$ cat src/rtl/core/lcg48_pkg.sv
package lcg48_pkg;

    // Field widths
    localparam int MODE_W = 3;
    localparam int SEED_W = 48;
    localparam int LEN_W  = 7;
    localparam int DATA_W = 64;
    localparam int WORD_W = 32;

    // Longest byte stream; longer requests saturate to it
    localparam logic [LEN_W-1:0] MAX_BYTES = 7'd64;
    localparam logic [LEN_W-1:0] UUID_BYTES = 7'd16;

    // Generator constants: multiplier split at bit 32, increment
    localparam logic [WORD_W-1:0] MUL_LO = 32'hDEEC_E66D;
    localparam logic [2:0]        MUL_HI = 3'd5;
    localparam logic [SEED_W-1:0] INCR   = 48'hB;

    // Request modes
    localparam logic [MODE_W-1:0] MODE_RESEED = 3'd0;
    localparam logic [MODE_W-1:0] MODE_WORD32 = 3'd1;
    localparam logic [MODE_W-1:0] MODE_WORD64 = 3'd2;
    localparam logic [MODE_W-1:0] MODE_BYTES  = 3'd3;
    localparam logic [MODE_W-1:0] MODE_UUID   = 3'd4;

    // Output data selection
    localparam logic [1:0] SEL_WORD32 = 2'd0;
    localparam logic [1:0] SEL_WORD64 = 2'd1;
    localparam logic [1:0] SEL_BYTE   = 2'd2;

    // UUID byte positions with forced bits
    localparam logic [3:0] UUID_VER_POS = 4'd6;
    localparam logic [3:0] UUID_VAR_POS = 4'd8;

    // Commands from controller to datapath
    typedef struct packed {
        logic       load_seed;
        logic       mul;
        logic       add;
        logic       out_load;
        logic [1:0] out_sel;
        logic [1:0] byte_idx;
        logic       fix_ver;
        logic       fix_var;
        logic       last;
    } t_dp_cmd;

    // Status from datapath to controller
    typedef struct packed {
        logic out_free;
    } t_dp_status;

endpackage

$ cat src/rtl/core/lcg48_dp.sv
module lcg48_dp
    import lcg48_pkg::*;
(
    input  logic              i_clk,
    input  logic              i_rst_n,
    input  t_dp_cmd           i_cmd,
    output t_dp_status        o_status,
    input  logic [SEED_W-1:0] i_seed_in,
    input  logic              i_stall,
    output logic              o_valid,
    output logic [DATA_W-1:0] o_data,
    output logic              o_last
);

    logic [SEED_W-1:0] r_seed;
    logic [SEED_W-1:0] r_plo;
    logic [15:0]       r_phi;
    logic [WORD_W-1:0] r_word;
    logic [WORD_W-1:0] r_hi;
    logic              r_valid;
    logic [DATA_W-1:0] r_data;
    logic              r_last;

    logic [2*WORD_W-1:0] lo_prod;
    logic [WORD_W-1:0]   hi_prod;
    logic [18:0]         five_prod;
    logic [15:0]         n_phi;
    logic [SEED_W-1:0]   n_seed;
    logic [7:0]          sel_byte;
    logic [7:0]          fix_byte;
    logic [DATA_W-1:0]   n_data;

    // Split the constant multiply: low 32x32 product, plus the small products
    // that land in the top 16 bits of the 48-bit result
    assign lo_prod   = {{WORD_W{1'b0}}, r_seed[WORD_W-1:0]} * {{WORD_W{1'b0}}, MUL_LO};
    assign hi_prod   = {16'd0, r_seed[SEED_W-1:WORD_W]} * {16'd0, MUL_LO[15:0]};
    assign five_prod = {3'd0, r_seed[15:0]} * {16'd0, MUL_HI};
    assign n_phi     = hi_prod[15:0] + five_prod[15:0];

    // Combine partial products and add the increment
    assign n_seed = r_plo + {r_phi, 32'd0} + INCR;

    // Pick one byte of the draw and force UUID version or variant bits
    always_comb begin
        sel_byte = r_word[8*i_cmd.byte_idx +: 8];
        fix_byte = sel_byte;
        if (i_cmd.fix_ver) begin
            fix_byte = {4'h4, sel_byte[3:0]};
        end else if (i_cmd.fix_var) begin
            fix_byte = {2'b10, sel_byte[5:0]};
        end
    end

    always_comb begin
        case (i_cmd.out_sel)
            SEL_WORD32: n_data = {32'd0, r_word};
            SEL_WORD64: n_data = {r_hi, r_word};
            SEL_BYTE:   n_data = {56'd0, fix_byte};
            default:    n_data = '0;
        endcase
    end

    // Seed and draw registers
    always_ff @(posedge i_clk) begin
        if (!i_rst_n) begin
            r_seed <= '0;
        end else if (i_cmd.load_seed) begin
            r_seed <= i_seed_in;
        end else if (i_cmd.add) begin
            r_seed <= n_seed;
        end
    end

    always_ff @(posedge i_clk) begin
        if (i_cmd.mul) begin
            r_plo <= lo_prod[SEED_W-1:0];
            r_phi <= n_phi;
        end
        if (i_cmd.add) begin
            r_word <= n_seed[SEED_W-1:16];
            r_hi   <= r_word;
        end
    end

    // Output register: hold until taken
    always_ff @(posedge i_clk) begin
        if (!i_rst_n) begin
            r_valid <= 1'b0;
        end else if (i_cmd.out_load) begin
            r_valid <= 1'b1;
        end else if (!i_stall) begin
            r_valid <= 1'b0;
        end
    end

    always_ff @(posedge i_clk) begin
        if (i_cmd.out_load) begin
            r_data <= n_data;
            r_last <= i_cmd.last;
        end
    end

    assign o_status.out_free = !r_valid || !i_stall;
    assign o_valid = r_valid;
    assign o_data  = r_data;
    assign o_last  = r_last;

endmodule

$ cat src/rtl/core/lcg48_ctrl.sv
module lcg48_ctrl
    import lcg48_pkg::*;
#(
    parameter logic [LEN_W-1:0] MAX_LEN = MAX_BYTES
)
(
    input  logic              i_clk,
    input  logic              i_rst_n,
    input  logic              i_valid,
    output logic              o_stall,
    input  logic [MODE_W-1:0] i_mode,
    input  logic [LEN_W-1:0]  i_byte_count,
    input  t_dp_status        i_status,
    output t_dp_cmd           o_cmd
);

    localparam logic [1:0] ST_IDLE = 2'd0;
    localparam logic [1:0] ST_MUL  = 2'd1;
    localparam logic [1:0] ST_ADD  = 2'd2;
    localparam logic [1:0] ST_EMIT = 2'd3;

    logic [1:0]        r_state, n_state;
    logic [MODE_W-1:0] r_mode, n_mode;
    logic              r_second, n_second;
    logic [LEN_W-1:0]  r_len, n_len;
    logic [1:0]        r_bidx, n_bidx;
    logic [3:0]        r_kcnt, n_kcnt;

    logic             accept;
    logic [LEN_W-1:0] sat_len;
    logic             is_word;
    logic             is_uuid;

    assign accept  = i_valid && (r_state == ST_IDLE);
    assign sat_len = (i_byte_count > MAX_LEN) ? MAX_LEN : i_byte_count;
    assign is_word = (r_mode == MODE_WORD32) || (r_mode == MODE_WORD64);
    assign is_uuid = (r_mode == MODE_UUID);
    assign o_stall = (r_state != ST_IDLE);

    // Sequence draws and emitted results
    always_comb begin
        n_state  = r_state;
        n_mode   = r_mode;
        n_second = r_second;
        n_len    = r_len;
        n_bidx   = r_bidx;
        n_kcnt   = r_kcnt;
        o_cmd    = '0;
        o_cmd.byte_idx = r_bidx;
        o_cmd.out_sel  = is_word ? ((r_mode == MODE_WORD64) ? SEL_WORD64 : SEL_WORD32)
                                 : SEL_BYTE;
        case (r_state)
            ST_IDLE: begin
                if (accept) begin
                    n_mode   = i_mode;
                    n_second = 1'b0;
                    n_kcnt   = '0;
                    case (i_mode)
                        MODE_RESEED: o_cmd.load_seed = 1'b1;
                        MODE_WORD32: n_state = ST_MUL;
                        MODE_WORD64: n_state = ST_MUL;
                        MODE_BYTES: begin
                            n_len = sat_len;
                            if (sat_len != '0) begin
                                n_state = ST_MUL;
                            end
                        end
                        MODE_UUID: begin
                            n_len   = UUID_BYTES;
                            n_state = ST_MUL;
                        end
                        default: n_state = ST_IDLE;
                    endcase
                end
            end
            ST_MUL: begin
                o_cmd.mul = 1'b1;
                n_state   = ST_ADD;
            end
            ST_ADD: begin
                o_cmd.add = 1'b1;
                if ((r_mode == MODE_WORD64) && !r_second) begin
                    n_second = 1'b1;
                    n_state  = ST_MUL;
                end else begin
                    n_state = ST_EMIT;
                    // Full draw from byte 0; a short tail ends at byte 2
                    n_bidx = (r_len >= 7'd4) ? 2'd0 : (2'd3 - r_len[1:0]);
                end
            end
            ST_EMIT: begin
                if (i_status.out_free) begin
                    o_cmd.out_load = 1'b1;
                    if (is_word) begin
                        o_cmd.last = 1'b1;
                        n_state    = ST_IDLE;
                    end else begin
                        o_cmd.fix_ver = is_uuid && (r_kcnt == UUID_VER_POS);
                        o_cmd.fix_var = is_uuid && (r_kcnt == UUID_VAR_POS);
                        o_cmd.last    = (r_len == 7'd1);
                        n_len  = r_len - 7'd1;
                        n_kcnt = r_kcnt + 4'd1;
                        if (r_len == 7'd1) begin
                            n_state = ST_IDLE;
                        end else if (r_bidx == 2'd3) begin
                            n_state = ST_MUL;
                        end else begin
                            n_bidx = r_bidx + 2'd1;
                        end
                    end
                end
            end
            default: n_state = ST_IDLE;
        endcase
    end

    always_ff @(posedge i_clk) begin
        if (!i_rst_n) begin
            r_state  <= ST_IDLE;
            r_mode   <= MODE_RESEED;
            r_second <= 1'b0;
            r_len    <= '0;
            r_bidx   <= '0;
            r_kcnt   <= '0;
        end else begin
            r_state  <= n_state;
            r_mode   <= n_mode;
            r_second <= n_second;
            r_len    <= n_len;
            r_bidx   <= n_bidx;
            r_kcnt   <= n_kcnt;
        end
    end

endmodule

$ cat src/rtl/core/lcg48_random_generator.sv
// Channel   Direction  Handshake          Payload
// request   in         i_valid / o_stall  i_mode, i_seed_in, i_byte_count
// result    out        o_valid / i_stall  o_data, o_last
//
// Each draw passes through the MUL and ADD states of the shared multiply/add
// datapath (partial products, then combine and add). Reseed loads the seed
// without a draw; word32 uses one draw and word64 two; a byte stream uses one
// draw per four bytes and a UUID four draws. Reset clears the seed to zero. A stalled
// result is held in the output register while the next draw proceeds.
module lcg48_random_generator
    import lcg48_pkg::*;
#(
    parameter logic [LEN_W-1:0] MAX_LEN = MAX_BYTES
)
(
    input  logic              i_clk,
    input  logic              i_rst_n,
    input  logic              i_valid,
    output logic              o_stall,
    input  logic [MODE_W-1:0] i_mode,
    input  logic [SEED_W-1:0] i_seed_in,
    input  logic [LEN_W-1:0]  i_byte_count,
    output logic              o_valid,
    input  logic              i_stall,
    output logic [DATA_W-1:0] o_data,
    output logic              o_last
);

    t_dp_cmd    cmd;
    t_dp_status status;

    lcg48_ctrl #(
        .MAX_LEN (MAX_LEN)
    ) u_ctrl (
        .i_clk        (i_clk),
        .i_rst_n      (i_rst_n),
        .i_valid      (i_valid),
        .o_stall      (o_stall),
        .i_mode       (i_mode),
        .i_byte_count (i_byte_count),
        .i_status     (status),
        .o_cmd        (cmd)
    );

    lcg48_dp u_dp (
        .i_clk     (i_clk),
        .i_rst_n   (i_rst_n),
        .i_cmd     (cmd),
        .o_status  (status),
        .i_seed_in (i_seed_in),
        .i_stall   (i_stall),
        .o_valid   (o_valid),
        .o_data    (o_data),
        .o_last    (o_last)
    );

endmodule
$ cat config.mk
export PLATFORM = sky130hd
export DESIGN_NAME = lcg48_random_generator
export DESIGN_NICKNAME = d
export VERILOG_FILES = /design/src/rtl/core/lcg48_pkg.sv /design/src/rtl/core/lcg48_dp.sv /design/src/rtl/core/lcg48_ctrl.sv /design/src/rtl/core/lcg48_random_generator.sv
export SDC_FILE = /design/constraint.sdc
export NUM_CORES = 2
export LEC_CHECK = 0
export BUFFER_PORTS_ARGS = -buffer_cell sky130_fd_sc_hd__buf_4
export CORE_AREA = 8 8 285 287
export CTS_BUF_LIST = sky130_fd_sc_hd__clkbuf_2 sky130_fd_sc_hd__clkbuf_4 sky130_fd_sc_hd__clkbuf_8
export CTS_CLUSTER_DIAMETER = 100
export CTS_CLUSTER_SIZE = 8
export DETAILED_ROUTE_END_ITERATION = 6
export DIE_AREA = 0 0 293 295
export GPL_TIMING_DRIVEN = 0
export HOLD_SLACK_MARGIN = 0.08
export SYNTH_ARGS = -nofsm -noshare
export SYNTH_HDL_FRONTEND = slang
export SYNTH_SLANG_ARGS = --single-unit
$ cat constraint.sdc
create_clock -name i_clk -period 19.8 [get_ports i_clk]
set_clock_uncertainty 0.15 [all_clocks]
set_input_delay 1.98 -clock i_clk [delete_from_list [all_inputs] [get_ports i_clk]]
set_output_delay 1.98 -clock i_clk [all_outputs]
set_load 0.05 [all_outputs]
==> impl_metrics.env <==
export IMPL_fmax_mhz=117.0
export IMPL_synthCells=2771
export IMPL_rsz0062_at_grt="false"
export IMPL_maxCapViolCount=0
export IMPL_fillCellCount=7301
export IMPL_grt_usage_pct=19.47
export IMPL_finalMaxSlewViolations=0
export IMPL_hold_depth=0
export IMPL_syn_area_per_cell_um2=10.92
export IMPL_cts_hold_buf=0
export IMPL_synth_adder_area_share_pct=48.05
export IMPL_insertion_delay_ps=570
export IMPL_synth_top_area_share_pct=32.80
export IMPL_yosys_area_top_type="fa_1"
export IMPL_grt_max_degree=66
export IMPL_relSlewSlack_pct=18.87
export IMPL_path_class="reg -> reg"
export IMPL_cts_sinks=261
export IMPL_rows=102
export IMPL_grt_pass1_vias=20990
export IMPL_syn_num_nets=3698
export IMPL_finalSetupViolCount=0
export IMPL_cp_end_kind="register"
export IMPL_core_um2=76700
export IMPL_synth_top_family_by_area="adder cells"
export IMPL_h_tree_depth=2
export IMPL_holdPathEnd="u_dp.r_hi[12]$_DFFE_PP_"
export IMPL_drt_iter0_drc=1079
export IMPL_crit_start="u_dp.r_seed[13]$_SDFFE_PN0P_"
export IMPL_r2r_start="u_dp.r_seed[13]$_SDFFE_PN0P_"
export IMPL_hold_violations=0
export IMPL_worstPathArrival_ps=8650
export IMPL_synth_cell_type_count=87
export IMPL_antenna_found_initial=1
export IMPL_gp_congestion=0.9501
export IMPL_synth_seq_cells=261
export IMPL_crit_path_max_fanout=10
export IMPL_die_h_um=295
export IMPL_synthTopCellsByArea="fa_1 33%, edfxtp_1 19%, ha_1 15%, inv_1 8.4%, dfxtp_1 4.5%"
export IMPL_min_period_over_period_pct=43.15
export IMPL_area_growth_pct=10.25
export IMPL_postLayoutSetupSlackWorst_ps=11260
export IMPL_worstHoldStart="u_dp.r_word[12]$_DFFE_PP_"
export IMPL_muxShareOfSynthArea_pct=1.277
export IMPL_clock_path_buffers=3
export IMPL_ios=129
export IMPL_min_period_ps=8544
export IMPL_route_detailed_drc=0
export IMPL_cts_tree="yes"
export IMPL_drt_pass1_iter_count=5
export IMPL_grt_pass1_wl_um=127000
export IMPL_yosys_warnings=0
export IMPL_ant_nets=0
export IMPL_layout_drive_gt1_share_pct=8.182
export IMPL_async_flop_share_pct=0
export IMPL_hp_class="reg -> reg"
export IMPL_r2r_end="u_dp.r_plo[44]$_DFFE_PN_"
export IMPL_ir_drop_mv=0.1340
export IMPL_wl_per_cell_um=20.94
export IMPL_cts_buffers=38
export IMPL_synthSimpleGateAreaFrac_pct=7.270
export IMPL_io_buffers=127
export IMPL_synth_ff_type="edfxtp_1"
export IMPL_dieArea_um2=86440
export IMPL_rr_worst_depth=24
export IMPL_ys_seq_area_share_pct=23.64
export IMPL_synth_edf_count=193
export IMPL_synthesis_area_um2=30270
export IMPL_routed_wl_um=84000
export IMPL_grt_overflow=0
export IMPL_vias=19800
export IMPL_yosys_cell_count_top_type="inv_1"
export IMPL_synth_xor_area_share_pct=4.075
export IMPL_hpwl_um=73760
export IMPL_worst_slew_pin_slew_ps=1214
export IMPL_post_cts_buffers=0
export IMPL_required_ps=19910
export IMPL_synth_common_cells="677 x inv_1, 496 x fa_1, 369 x ha_1"
export IMPL_synth_compound_area_share_pct=6.692
export IMPL_fin_cells=4011
export IMPL_power_density_nw_per_um2=148.1
export IMPL_outcome="completed"
export IMPL_leakage_nw=15.97
export IMPL_crit_path_start_kind="register"
export IMPL_die_width_um=293
export IMPL_placed_cells=3940
export IMPL_post_cts_resized=0
export IMPL_layout_nets=3867
export IMPL_finalSetupTns_ps=0
export IMPL_cts_root_buf="clkbuf_8"
export IMPL_cts_reportedPaths_clkPinSlew_ps=70
export IMPL_routed_via_density=4.935
export IMPL_start_util_pct=39.47
export IMPL_dp_slack_ps=11330
export IMPL_rrSetupSlack_ps=11260
==> metrics by stage <==
| stage | power, mW | hold slack, ps | instance area [um^2] | util [%] |
|---|---|---|---|---|
| 3_5_place_dp | 4.490 | 314.6 | 32600 | 42.51 |
| 2_1_floorplan | 3.543 | 285.1 | 30270 | - |
| 3_3_place_gp | 4.449 | 313.2 | 32530 | 42.41 |
| 4_1_cts | 4.966 | 320.9 | 33370 | 43.51 |
| 6_report | 4.942 | 334.5 | 33370 | 43.51 |
| 5_1_grt | 5.446 | 337.1 | 33370 | 43.51 |
==> final cells by class <==
type / count / area [um^2] / share of cell area (%)
inverter: 678 / 2545 / 7.625
timing repair buffer: 129 / 993.5 / 2.977
multi-input combinational: 1789 / 20430 / 61.21
buffer: 43 / 176.4 / 0.5286
antenna: 1 / 2.502 / 0.007498
clock inverter: 3 / 22.52 / 0.06748
sequential: 261 / 7157 / 21.44
clock buffer: 67 / 747.0 / 2.238
tap: 1040 / 1301 / 3.899
==> state kept, by name, indices dropped and copies added, names as in the netlist, 2 cells and up <==
register,cells
u_dp.o_data,64
u_ctrl.r_len,7
u_dp.r_plo,48
u_ctrl.r_mode,3
u_ctrl.r_kcnt,4
u_ctrl.r_state,2
u_dp.r_word,32
u_dp.r_hi,32
u_dp.r_phi,16
u_ctrl.r_bidx,2
u_dp.r_seed,48
==> layout by cell type (no fill, tap or decap), types with 8 or more instances in the layout <==
| master | n |
|---|---|
| nand3_1 | 30 |
| o21ai_1 | 8 |
| nand4_1 | 16 |
| dfxtp_1 | 68 |
| nand2b_1 | 13 |
| edfxtp_1 | 193 |
| buf_4 | 128 |
| xor2_1 | 47 |
| fa_1 | 496 |
| clkbuf_4 | 28 |
| clkbuf_8 | 40 |
| inv_1 | 677 |
| a21oi_1 | 96 |
| a31oi_1 | 11 |
| and2_1 | 75 |
| o21ai_0 | 67 |
| a21o_1 | 22 |
| nor2b_1 | 16 |
| nand2_1 | 106 |
| ha_1 | 367 |
| xnor2_1 | 92 |
| clkbuf_1 | 35 |
| o21a_1 | 12 |
| mux2i_1 | 24 |
| a22oi_1 | 10 |
| a211oi_1 | 36 |
| nor2_1 | 107 |
| nor3_1 | 23 |
==> metal layers <==
metal  global-route usage, %  wire length (um)  vias to the layer above
met2                   32.88             39840                      573
met5                       0                 0                        -
met4                   7.253              3383                        0
met3                   2.650              5040                      141
li1                        -                 -                     9207
met1                   25.49             35740                     9875
==> power breakdown <==
part	total (mW)	switching, mW	internal, mW	leakage (nW)
logic	3.57	2.07	1.49	13.2
clock network	0.443	0.206	0.237	0.422
registers	0.933	0.111	0.823	2.31
total	4.94	2.39	2.55	16.0
==> critical path: stages (launching register included) <==
cell and delay, ps:
dfxtp_1 970, ha_1 440, inv_1 190, fa_1 600, inv_1 70, fa_1 470, inv_1 50, fa_1 510
inv_1 60, fa_1 550, fa_1 420, fa_1 490, inv_1 50, fa_1 470, inv_1 40, ha_1 460
and4_1 270, and3_1 200, nand3_1 150, a2111o_1 400, o211ai_1 280, o211ai_1 240, a31oi_2 360, or4b_1 170
nand4b_1 140
==> cells by family (layout without fill, tap and decap cells) <==
| kind of cell | count (synthesis) | count (layout) |
|---|---|---|
| AO/OA/AOI/OAI | 316 | 316 |
| XOR/XNOR | 140 | 140 |
| adder cells (fa/ha/maj) | 865 | 865 |
| buffers and inverters | 721 | 920 |
| flip-flops | 261 | 261 |
| multiplexers | 33 | 33 |
| other | 0 | 1 |
| AND/OR/NAND/NOR | 435 | 435 |
==> worst max path at each step <==
stage	to	slack [ps]	cells past startpoint
floorplan	u_dp.r_plo[46]$_DFFE_PN_	12950	24
global placement	u_dp.o_data[7]$_DFFE_PP_	10960	5
detailed placement	u_dp.r_plo[46]$_DFFE_PN_	11330	24
CTS	u_dp.r_plo[44]$_DFFE_PN_	11270	24
global route	u_dp.r_plo[46]$_DFFE_PN_	10970	24
finish	u_dp.r_plo[44]$_DFFE_PN_	11260	24
(Power assumes the default switching activity.)
